`config.mk`:
```
export PLATFORM = sky130hd
export DESIGN_NAME = decaying_priority_slice_scheduler_top
export DESIGN_NICKNAME = d
export VERILOG_FILES = /design/src/rtl/core/dpss_pkg.sv /design/src/rtl/core/dpss_ram.sv /design/src/rtl/core/decaying_priority_slice_scheduler_top.sv
export SDC_FILE = /design/constraint.sdc
export NUM_CORES = 1
export LEC_CHECK = 0
export BUFFER_PORTS_ARGS = -buffer_cell sky130_fd_sc_hd__buf_4
export CORE_MARGIN = 5
export CORE_UTILIZATION = 25
export DETAILED_ROUTE_END_ITERATION = 12
export PLACE_DENSITY = 0.44
export SLEW_MARGIN = 10
export SYNTH_ARGS = -nofsm -noshare
export SYNTH_HDL_FRONTEND = slang
export SYNTH_SLANG_ARGS = --single-unit
```
`constraint.sdc`:
```
create_clock -name aclk -period 5.1 [get_ports aclk]
set_input_delay 1.02 -clock aclk [delete_from_list [all_inputs] [get_ports aclk]]
set_output_delay 1.02 -clock aclk [all_outputs]
set_load 0.1 [all_outputs]
```
`src/rtl/core/dpss_pkg.sv`:
```
// Shared types and constants of the decaying priority slice scheduler.
package dpss_pkg;

    // Queue depth default
    localparam int MAX_JOBS_DEF = 16;

    // Field widths
    localparam int JOB_W   = 5;
    localparam int TIME_W  = 16;
    localparam int PRI_W   = 16;
    localparam int COUNT_W = 5;
    localparam int TICK_W  = 32;

    // Stream widths
    localparam int S_TDATA_W = 16;
    localparam int M_TDATA_W = 88;

    // Configuration port
    localparam int CFG_IDX_W  = 1;
    localparam int CFG_DATA_W = 16;
    localparam logic [CFG_IDX_W-1:0] CFG_TIME_SLICE    = 1'd0;
    localparam logic [CFG_IDX_W-1:0] CFG_PROCESS_COUNT = 1'd1;

    // Register reset values
    localparam logic [TIME_W-1:0]  TIME_SLICE_RST    = 16'd1;
    localparam logic [COUNT_W-1:0] PROCESS_COUNT_RST = 5'd1;

    // Input item kinds
    localparam logic FUNC_LOAD = 1'b0;
    localparam logic FUNC_TICK = 1'b1;

    // Lowest priority, where decrementing stops
    localparam logic [PRI_W-1:0] PRI_FLOOR = 16'h8000;

    // One queue slot as held in the slot memory
    typedef struct packed {
        logic [JOB_W-1:0]  job_number;
        logic [TIME_W-1:0] exec_time;
        logic [TIME_W-1:0] time_left;
        logic [PRI_W-1:0]  priority_val;
    } slot_t;

    localparam int SLOT_W = $bits(slot_t);

    // One result item, last field in the lowest bits
    typedef struct packed {
        logic              pad;
        logic [TICK_W-1:0] tick_number;
        logic              idle;
        logic              completed;
        logic [PRI_W-1:0]  used_priority;
        logic [TIME_W-1:0] time_left;
        logic [TIME_W-1:0] job_exec_time;
        logic [JOB_W-1:0]  job_number;
    } result_t;

endpackage

```
`src/rtl/core/dpss_ram.sv`:
```
// Generic single write port, single read port RAM with registered read data.
module dpss_ram #(
    parameter int WIDTH = 8,
    parameter int DEPTH = 16
) (
    input  logic                     aclk,
    input  logic                     we,
    input  logic [$clog2(DEPTH)-1:0] waddr,
    input  logic [WIDTH-1:0]         wdata,
    input  logic [$clog2(DEPTH)-1:0] raddr,
    output logic [WIDTH-1:0]         rdata
);

    logic [WIDTH-1:0] mem_reg [DEPTH];
    logic [WIDTH-1:0] rdata_reg;

    // Write and registered read
    always_ff @(posedge aclk) begin
        if (we) begin
            mem_reg[waddr] <= wdata;
        end
        rdata_reg <= mem_reg[raddr];
    end

    assign rdata = rdata_reg;

endmodule

```
`src/rtl/core/decaying_priority_slice_scheduler_top.sv`:
```
// Top level of the decaying priority slice scheduler: queue sequencer around one slot RAM.
//
// A load item (tuser 0) appends a job at the tail; loads beyond process_count or a full
// queue are dropped without a result. The slot RAM has one read and one write port and a
// registered read. A tick item (tuser 1) first sweeps the RAM once to find the highest
// priority with a single signed comparator. It then sweeps again from the slot after the
// chosen one to move each later slot down and close the gap. A final state updates the
// job and either writes it back at the tail or retires it. A tick on an empty queue goes
// straight to the final state. The final state of a tick also waits while the previous
// result is still unread. s_tready is high only while no item is in progress; the result
// waits in an output register, so the next item is taken while it is still unread. The
// slot RAM is not cleared; only slots below the queue length are ever read.
module decaying_priority_slice_scheduler_top #(
    parameter int MAX_JOBS = dpss_pkg::MAX_JOBS_DEF
) (
    input  logic                            aclk,
    input  logic                            aresetn,
    // input items
    input  logic                            s_tvalid,
    output logic                            s_tready,
    input  logic [dpss_pkg::S_TDATA_W-1:0]  s_tdata,   // [15:0] exec_time
    input  logic [0:0]                      s_tuser,   // [0] func
    // result items
    output logic                            m_tvalid,
    input  logic                            m_tready,
    // [4:0] job_number, [20:5] job_exec_time, [36:21] time_left, [52:37] used_priority,
    // [53] completed, [54] idle, [86:55] tick_number, [87] zero
    output logic [dpss_pkg::M_TDATA_W-1:0]  m_tdata,
    // configuration writes
    input  logic                            cfg_valid,
    output logic                            cfg_ready,
    input  logic [dpss_pkg::CFG_IDX_W-1:0]  cfg_index,
    input  logic [dpss_pkg::CFG_DATA_W-1:0] cfg_data
);

    localparam int IDX_W = $clog2(MAX_JOBS);
    localparam int LEN_W = $clog2(MAX_JOBS + 1);

    localparam logic [1:0] ST_IDLE  = 2'd0;
    localparam logic [1:0] ST_SCAN  = 2'd1;
    localparam logic [1:0] ST_SHIFT = 2'd2;
    localparam logic [1:0] ST_FIN   = 2'd3;

    // Control state
    logic [1:0]                     state_reg, state_next;
    logic [LEN_W-1:0]               len_reg, len_next;
    logic [dpss_pkg::COUNT_W-1:0]   jobs_reg, jobs_next;
    logic [dpss_pkg::TICK_W-1:0]    slice_reg, slice_next;
    logic [dpss_pkg::TIME_W-1:0]    ts_reg, ts_next;
    logic [dpss_pkg::COUNT_W-1:0]   pc_reg, pc_next;
    logic [LEN_W-1:0]               rd_ptr_reg, rd_ptr_next;
    logic                           rd_vld_reg, rd_vld_next;
    logic                           idle_tick_reg, idle_tick_next;
    logic                           m_valid_reg, m_valid_next;

    // Payload
    logic [IDX_W-1:0]               rd_idx_reg, rd_idx_next;
    logic [IDX_W-1:0]               best_idx_reg, best_idx_next;
    dpss_pkg::slot_t                best_reg, best_next;
    dpss_pkg::result_t              out_reg, out_next;

    // Slot RAM port
    logic                           ram_we;
    logic [IDX_W-1:0]               ram_waddr;
    dpss_pkg::slot_t                ram_wdata;
    logic [IDX_W-1:0]               ram_raddr;
    logic [dpss_pkg::SLOT_W-1:0]    ram_rdata;
    dpss_pkg::slot_t                cand;

    // Shared datapath
    logic                           s_acc;
    logic                           out_free;
    logic                           better;
    logic [LEN_W-1:0]               len_dec;
    logic                           done;
    logic [dpss_pkg::TIME_W-1:0]    left_new;
    logic [dpss_pkg::PRI_W-1:0]     pri_dec;

    dpss_ram #(
        .WIDTH (dpss_pkg::SLOT_W),
        .DEPTH (MAX_JOBS)
    ) u_slot_ram (
        .aclk  (aclk),
        .we    (ram_we),
        .waddr (ram_waddr),
        .wdata (ram_wdata),
        .raddr (ram_raddr),
        .rdata (ram_rdata)
    );

    assign s_tready  = (state_reg == ST_IDLE);
    assign cfg_ready = 1'b1;
    assign m_tvalid  = m_valid_reg;
    assign m_tdata   = out_reg;

    assign s_acc    = s_tvalid && s_tready;
    assign out_free = !m_valid_reg || m_tready;
    assign cand     = dpss_pkg::slot_t'(ram_rdata);
    assign len_dec  = len_reg - LEN_W'(1);

    // Priority comparator; the first slot always seeds the maximum
    assign better = (rd_idx_reg == '0) ||
                    ($signed(cand.priority_val) > $signed(best_reg.priority_val));

    // Slice arithmetic for the chosen job
    assign done     = (best_reg.time_left <= ts_reg);
    assign left_new = done ? '0 : best_reg.time_left - ts_reg;
    assign pri_dec  = (best_reg.priority_val == dpss_pkg::PRI_FLOOR) ?
                      best_reg.priority_val : best_reg.priority_val - 16'd1;

    // Sequencer
    always_comb begin
        state_next     = state_reg;
        len_next       = len_reg;
        jobs_next      = jobs_reg;
        slice_next     = slice_reg;
        ts_next        = ts_reg;
        pc_next        = pc_reg;
        rd_ptr_next    = rd_ptr_reg;
        rd_vld_next    = 1'b0;
        rd_idx_next    = rd_idx_reg;
        idle_tick_next = idle_tick_reg;
        m_valid_next   = m_valid_reg && !m_tready;
        best_idx_next  = best_idx_reg;
        best_next      = best_reg;
        out_next       = out_reg;
        ram_we         = 1'b0;
        ram_waddr      = len_reg[IDX_W-1:0];
        ram_wdata      = '0;
        ram_raddr      = rd_ptr_reg[IDX_W-1:0];

        // Register writes
        if (cfg_valid && cfg_ready) begin
            unique case (cfg_index)
                dpss_pkg::CFG_TIME_SLICE:    ts_next = cfg_data;
                dpss_pkg::CFG_PROCESS_COUNT: pc_next = cfg_data[dpss_pkg::COUNT_W-1:0];
                default: ;
            endcase
        end

        unique case (state_reg)
            ST_IDLE: begin
                if (s_acc) begin
                    if (s_tuser[0] == dpss_pkg::FUNC_LOAD) begin
                        // append a job at the tail unless refused
                        if ((jobs_reg < pc_reg) && (len_reg < LEN_W'(MAX_JOBS))) begin
                            ram_we    = 1'b1;
                            ram_waddr = len_reg[IDX_W-1:0];
                            ram_wdata.job_number   = jobs_reg + 5'd1;
                            ram_wdata.exec_time    = s_tdata;
                            ram_wdata.time_left    = s_tdata;
                            ram_wdata.priority_val = dpss_pkg::PRI_W'(pc_reg) -
                                                     dpss_pkg::PRI_W'(jobs_reg);
                            jobs_next = jobs_reg + 5'd1;
                            len_next  = len_reg + LEN_W'(1);
                        end
                    end else if (len_reg == '0) begin
                        idle_tick_next = 1'b1;
                        state_next     = ST_FIN;
                    end else begin
                        idle_tick_next = 1'b0;
                        rd_ptr_next    = '0;
                        state_next     = ST_SCAN;
                    end
                end
            end

            ST_SCAN: begin
                // issue one read a cycle, compare the slot returned last cycle
                if (rd_ptr_reg < len_reg) begin
                    rd_vld_next = 1'b1;
                    rd_idx_next = rd_ptr_reg[IDX_W-1:0];
                    rd_ptr_next = rd_ptr_reg + LEN_W'(1);
                end
                if (rd_vld_reg && better) begin
                    best_idx_next = rd_idx_reg;
                    best_next     = cand;
                end
                if ((rd_ptr_reg == len_reg) && !rd_vld_reg) begin
                    rd_ptr_next = LEN_W'(best_idx_reg) + LEN_W'(1);
                    state_next  = ST_SHIFT;
                end
            end

            ST_SHIFT: begin
                // move each later slot down by one
                if (rd_ptr_reg < len_reg) begin
                    rd_vld_next = 1'b1;
                    rd_idx_next = rd_ptr_reg[IDX_W-1:0];
                    rd_ptr_next = rd_ptr_reg + LEN_W'(1);
                end
                if (rd_vld_reg) begin
                    ram_we    = 1'b1;
                    ram_waddr = rd_idx_reg - IDX_W'(1);
                    ram_wdata = cand;
                end
                if ((rd_ptr_reg == len_reg) && !rd_vld_reg) begin
                    state_next = ST_FIN;
                end
            end

            ST_FIN: begin
                // retire or requeue the job, if any, and present the result
                if (out_free) begin
                    out_next     = '0;
                    m_valid_next = 1'b1;
                    state_next   = ST_IDLE;
                    if (idle_tick_reg) begin
                        out_next.idle        = 1'b1;
                        out_next.tick_number = slice_reg;
                    end else begin
                        out_next.job_number    = best_reg.job_number;
                        out_next.job_exec_time = best_reg.exec_time;
                        out_next.time_left     = left_new;
                        out_next.used_priority = best_reg.priority_val;
                        out_next.completed     = done;
                        out_next.tick_number   = slice_reg + 32'd1;
                        slice_next             = slice_reg + 32'd1;
                        if (done) begin
                            len_next = len_dec;
                        end else begin
                            ram_we    = 1'b1;
                            ram_waddr = len_dec[IDX_W-1:0];
                            ram_wdata.job_number   = best_reg.job_number;
                            ram_wdata.exec_time    = best_reg.exec_time;
                            ram_wdata.time_left    = left_new;
                            ram_wdata.priority_val = pri_dec;
                        end
                    end
                end
            end

            default: state_next = ST_IDLE;
        endcase
    end

    // Control registers
    always_ff @(posedge aclk) begin
        if (!aresetn) begin
            state_reg     <= ST_IDLE;
            len_reg       <= '0;
            jobs_reg      <= '0;
            slice_reg     <= '0;
            ts_reg        <= dpss_pkg::TIME_SLICE_RST;
            pc_reg        <= dpss_pkg::PROCESS_COUNT_RST;
            rd_ptr_reg    <= '0;
            rd_vld_reg    <= 1'b0;
            idle_tick_reg <= 1'b0;
            m_valid_reg   <= 1'b0;
        end else begin
            state_reg     <= state_next;
            len_reg       <= len_next;
            jobs_reg      <= jobs_next;
            slice_reg     <= slice_next;
            ts_reg        <= ts_next;
            pc_reg        <= pc_next;
            rd_ptr_reg    <= rd_ptr_next;
            rd_vld_reg    <= rd_vld_next;
            idle_tick_reg <= idle_tick_next;
            m_valid_reg   <= m_valid_next;
        end
    end

    // Payload registers
    always_ff @(posedge aclk) begin
        rd_idx_reg   <= rd_idx_next;
        best_idx_reg <= best_idx_next;
        best_reg     <= best_next;
        out_reg      <= out_next;
    end

endmodule
```
==> results of run 1 <==
area by class of cell:
cell class	count	area (µm²)
clock buffer	159	3230
clock inverter	66	778
fill	17128	123000
inverter	68	258
multi-input combinational	1079	11400
sequential	1122	32400
tap	2340	2930
timing repair buffer	235	2060
power by group through the flow:
stage                     Combinational, mW  Clock [mW]  Sequential [mW]
after floorplan                        1.73           0             11.8
after global placement                 3.44           0             11.3
after detailed placement               3.49           0             11.3
after CTS                              3.50        9.08             11.1
after global routing                   3.68        9.47             11.2
final                                  3.45        8.82             11.1
worst register-to-register path: stages, from the launching register on:
cell and delay, ns:
edfxtp_1 0.33, inv_1 0.05, ha_1 0.21, fa_1 0.40, nand2b_1 0.18, a211oi_1 0.27, o311ai_0 0.34, a21oi_2 0.50
o211a_2 0.30, o31a_1 0.20, or3b_2 0.60, nor2_4 0.19, buf_4 0.53
worst paths after layout:
| check | start | end |
|---|---|---|
| setup / recovery | best_reg[16]$_DFFE_PP_ | u_slot_ram.mem_reg[4][48]$_DFFE_PP_ |
| hold / removal | u_slot_ram.rdata[44]$_DFF_P_ | best_reg[44]$_DFFE_PP_ |
| setup reg to reg | best_reg[16]$_DFFE_PP_ | u_slot_ram.mem_reg[4][48]$_DFFE_PP_ |
| hold reg to reg | u_slot_ram.rdata[44]$_DFF_P_ | best_reg[44]$_DFFE_PP_ |
per-stage QoR:
stage          instances  worst slack (ns)  total power [mW]
6_report            5069             0.563              23.4
4_1_cts             5069             0.498              23.7
3_5_place_dp        4844             0.585              14.8
2_1_floorplan       2384            -0.322              13.5
5_1_grt             5069             0.326              24.3
3_3_place_gp        4844             0.602              14.8
per-layer routing:
| layer | vias to the layer above | routed length (µm) |
|---|---|---|
| met5 | - | 0 |
| met4 | 0 | 3460 |
| met3 | 162 | 5520 |
| met2 | 606 | 64300 |
| met1 | 12195 | 51600 |
| li1 | 10020 | - |
cells in the mapped netlist, types with 8 or more instances:
library cell	count
o211ai_1	9
a222oi_1	40
dfxtp_1	126
nand3_1	29
mux4_2	265
o21ai_0	24
xor2_1	41
nor3_1	21
a21o_1	11
buf_1	19
a211oi_1	9
clkbuf_1	91
nor2b_1	46
or3_1	12
and3_1	8
nand2_1	114
xnor2_1	55
ha_1	57
and2_1	9
a21oi_1	59
nand4_1	23
o21a_1	8
edfxtp_1	996
a31oi_1	14
nor2_1	146
inv_1	68
logic make-up (layout without fill, tap and decap cells):
group / Yosys count / after routing
AND/OR/NAND/NOR: 449 / 449
other: 2 / 2
multiplexers: 274 / 274
buffers and inverters: 183 / 528
AO/OA/AOI/OAI: 199 / 199
adder cells (fa/ha/maj): 59 / 59
XOR/XNOR: 96 / 96
flip-flops: 1122 / 1122
==> run summary, run 1 <==
Utilization after layout: 30.1%
Reg2reg setup slack: 0.56 ns
Commonest non-fill, non-tap cells in the layout: 996 x edfxtp_1, 265 x mux4_2, 211 x buf_4, 130 x nor2_1, 121 x dfxtp_1
Most Crowded Layer GR: met2
Critical-path cell list: inv_1 > ha_1 > fa_1 > nand2b_1 > a211oi_1 > o311ai_0 > a21oi_2 > o211a_2 > o31a_1 > or3b_2 > nor2_4 > buf_4
Sink Count: 1122
Syn avg cell area: 18.6 µm²
Static leakage: 16.9 nW
Cells after Synth: 2384
Max_cap viols: 0
Ratio of final minimum period to clock period: 89.0%
Met3 Track Usage GR: 2.12%
Hold Path Class: flop to flop
Largest register FFs: 848
WL/cell: 24.6 µm
CP top delay family: compound AO/OA/AOI/OAI gates
Top_reg_cell synth: edfxtp_1
CP Launch Type: flop
Commonest non-fill, non-tap cell in the layout: edfxtp_1
Setup TNS: 0 ns
Hpwl dp: 74.5 mm
Clock buffers created by TritonCTS: 118
Flops & latches, synth: 1122
Compound-Gate Fraction of Synth Area: 3.15%
Cell taking the most area after synthesis: edfxtp_1
Comb pwr share: 14.7%
Slowest stage delay, CP: 0.60 ns
Placed Area: 49000 µm²
Pint: 17.0 mW
Gr usage total: 13.2%
Sw frac: 27.1%
Hold_buf cts: 0
Hold_ws: 0.431 ns
Reg2reg path depth: 12
Main combinational cell family by area after synthesis: multiplexers
Post-Route WL: 125 mm
Post-synthesis mux area share: 13.7%
WS Path Type: flop to flop
FMAX: 220 MHz
Element type at the critical path end: flop
Slew Viols, Final: 0
Vias per cell: 4.53
Worst-path maximum fanout: 24
RSZ-0062 raised after global routing: no
Post-synth EDFFs: 996
Crit-path slowest cell: or3b_2
Syn_nets: 2482
Clock-pin slew on the worst setup and hold paths: 0.06 ns
Crit path depth: 12
Critical Path RT: 5.44 ns
Router iterations before antenna repair: 8
Worst Tran Pin Value: 0.994 ns
PortBufs: 127
Number of diodes: 0
Area contributors post-synth: edfxtp_1 67%, mux4_2 13%, dfxtp_1 5.7%
# IOs: 130
Die Wd: 431 µm
Post_cts resized: 0
Min cycle time layout: 4.54 ns
Async S/R FF share, synth: 0%
PD cells: 441 nW/µm²
Slew Limit Headroom: 33.5%
Max VDD drop: 260 µV
GPL Wtd Cong: 0.807
CTS root buffer: clkbuf_16
Vias in the first global route: 24478
Final hold vios: 0
Initial antenna violation count: 1
Adder-cell area share of the yosys netlist: 1.70%
Part of the power in registers: 47.6%
Hold Path Stages: 0
Setup violators final: 0
Area of the core: 176000 µm²
Share of layout cells above drive strength 1: 26.8%
Power share of the clock group: 37.7%
Grt met1 use: 16.6%
DRC violation count after routing: 0
DR iter-0 viols: 1988
Switching Power: 6.35 mW
Clk buf depth: 3
Die height: 431 µm
Ys Warns: 0
Clk Latency, worst-skew pair: 0.76 ns
Yosys cell types: 69
Area growth syn-to-layout: 19.6%
Synthesized cell area: 44400 µm²
Final nets: 2722
Skew final: 0.0622 ns
Worst path bufs/invs: 2
Via count: 22983
Starting Density: 25.2%
Worst EP arrival: 4.88 ns
Largest net degree at the start of global routing: 71
Post-Synth Simple-Gate Area: 4.88%
Final instance area: 53100 µm²
CTS tree: done
Post-synth top area share: 67.4%
Die ar.: 186000 µm²
CTS H-tree depth: 3
Xor/xnor share of the synthesized area: 1.90%
Met2 Use GR: 23.5%
First-pass GRT wire length: 179 mm
Status: complete, no violations
Sequential share of the synthesized area: 73.1%
Routed Antenna Nets: 0
Core Rows: 154
Remaining global-route overflow: 0
Setup bufs post-CTS: 0
No activity file was read; power rests on OpenSTA's default activity.
==> run 2, diff against run 1 <==
--- a/config.mk
+++ b/config.mk
@@ -7,9 +7,9 @@
 export LEC_CHECK = 0
 export BUFFER_PORTS_ARGS = -buffer_cell sky130_fd_sc_hd__buf_4
 export CORE_MARGIN = 5
-export CORE_UTILIZATION = 25
+export CORE_UTILIZATION = 56
 export DETAILED_ROUTE_END_ITERATION = 12
-export PLACE_DENSITY = 0.44
+export PLACE_DENSITY = 0.8
 export SLEW_MARGIN = 10
 export SYNTH_ARGS = -nofsm -noshare
 export SYNTH_HDL_FRONTEND = slang
==> run summary, run 2 (synthesis results as in run 1) <==
Status: complete, no violations
CP Launch Type: flop
Crit-path slowest cell: a21oi_1
Ratio of final minimum period to clock period: 94.4%
Slew Viols, Final: 0
Max VDD drop: 406 µV
Pwr Total: 22.6 mW
PortBufs: 127
Skew final: 0.0358 ns
Worst-path maximum fanout: 49
Routed Antenna Nets: 0
Largest register FFs: 848
CTS tree: done
PD cells: 448 nW/µm²
Die height: 291 µm
Hpwl dp: 59.1 mm
Min cycle time layout: 4.81 ns
Hold_ws: 0.434 ns
First-pass GRT wire length: 161 mm
Clk buf depth: 3
Static leakage: 16.5 nW
CP top delay family: compound AO/OA/AOI/OAI gates
CTS H-tree depth: 3
DR iter-0 viols: 3615
Worst Tran Pin Value: 1.34 ns
WS Path Type: flop to flop
Element type at the critical path end: flop
Via count: 24003
Placed Cells: 3506
Setup bufs post-CTS: 0
Non-Filler Instances: 3711
Die Wd: 291 µm
Clock buffers created by TritonCTS: 108
Die ar.: 84900 µm²
Utilization after layout: 64.2%
RSZ-0062 raised after global routing: no
Post-Route WL: 109 mm
Hold Path Class: flop to flop
# IOs: 130
Worst path bufs/invs: 2
Slew Limit Headroom: 11.0%
Clk Latency, worst-skew pair: 0.68 ns
Setup violators final: 0
Number of diodes: 0
DRC violation count after routing: 0
Sink Count: 1122
Placed Area: 46900 µm²
Commonest non-fill, non-tap cell in the layout: edfxtp_1
Starting Density: 56.3%
Final hold vios: 0
Router iterations before antenna repair: 6
Share of layout cells above drive strength 1: 25.0%
GPL Wtd Cong: 0.848
Initial antenna violation count: 2
Area growth syn-to-layout: 13.9%
Final instance area: 50500 µm²
Critical-path cell list: inv_1 > ha_1 > fa_1 > nand2b_1 > a211oi_1 > o311ai_0 > a21oi_2 > o211a_2 > buf_4 > nand3_1 > a21oi_1
Hold_buf cts: 0
Final nets: 2664
Vias per cell: 6.47
Critical Path RT: 5.39 ns
Reg2reg setup slack: 0.29 ns
Remaining global-route overflow: 0
Clock-pin slew on the worst setup and hold paths: 0.07 ns
CTS root buffer: clkbuf_16
Commonest non-fill, non-tap cells in the layout: 996 x edfxtp_1, 265 x mux4_2, 180 x buf_4, 130 x nor2_1, 121 x dfxtp_1
Slowest stage delay, CP: 1.06 ns
Post_cts resized: 0
FMAX: 208 MHz
Worst EP arrival: 5.10 ns
Core Rows: 103
Largest net degree at the start of global routing: 119
WL/cell: 29.3 µm
Vias in the first global route: 24454
Area of the core: 78700 µm²
Max_cap viols: 0
Gr usage total: 25.4%
## run 2: cell type report
class	instances	area (µm²)
inverters	68	258
clock buffers	138	2930
multi-input cells	1079	11400
clock inverters	67	744
repair buffers	187	1490
flip-flops and latches	1122	32400
well taps	1050	1310
fillers	5012	28200
## run 2: worst register-to-register path, stage by stage, from the launching register on
cell and delay (ns):
edfxtp_1 0.33, inv_1 0.05, ha_1 0.21, fa_1 0.42
nand2b_1 0.18, a211oi_1 0.29, o311ai_0 0.25, a21oi_2 0.47
o211a_2 0.27, buf_4 0.70, nand3_1 0.20, a21oi_1 1.06
## run 2: path summary, 6_finish.rpt
kind	start	endpoint	cells after the start
min reg2reg	u_slot_ram.rdata[42]$_DFF_P_	best_reg[42]$_DFFE_PP_	0
max	best_reg[16]$_DFFE_PP_	u_slot_ram.mem_reg[6][25]$_DFFE_PP_	11
max reg2reg	best_reg[16]$_DFFE_PP_	u_slot_ram.mem_reg[6][25]$_DFFE_PP_	11
min	u_slot_ram.rdata[42]$_DFF_P_	best_reg[42]$_DFFE_PP_	0
## run 2: routing by layer
metal	GRT usage (%)	vias up	part of all wire, %	routed length [µm]
li1	-	9908	-	-
met1	34.8	12234	37	39800
met2	40.9	1633	48	52500
met3	6.29	226	11	12400
met4	8.08	2	3.6	3850
met5	0	-	0.012	13
## run 2: where the power goes
group | internal [mW] | total [mW] | switching [mW]
Clock | 4.74 | 8.20 | 3.46
Combinational | 1.04 | 3.30 | 2.26
Sequential | 10.8 | 11.1 | 0.336
## run 2: through the flow
step	setup TNS, ns	setup slack [ns]
final	0	0.287
after global placement	0	0.776
after global routing	0	0.237
after floorplan	-73.76	-0.322
after detailed placement	0	0.591
after CTS	0	0.500
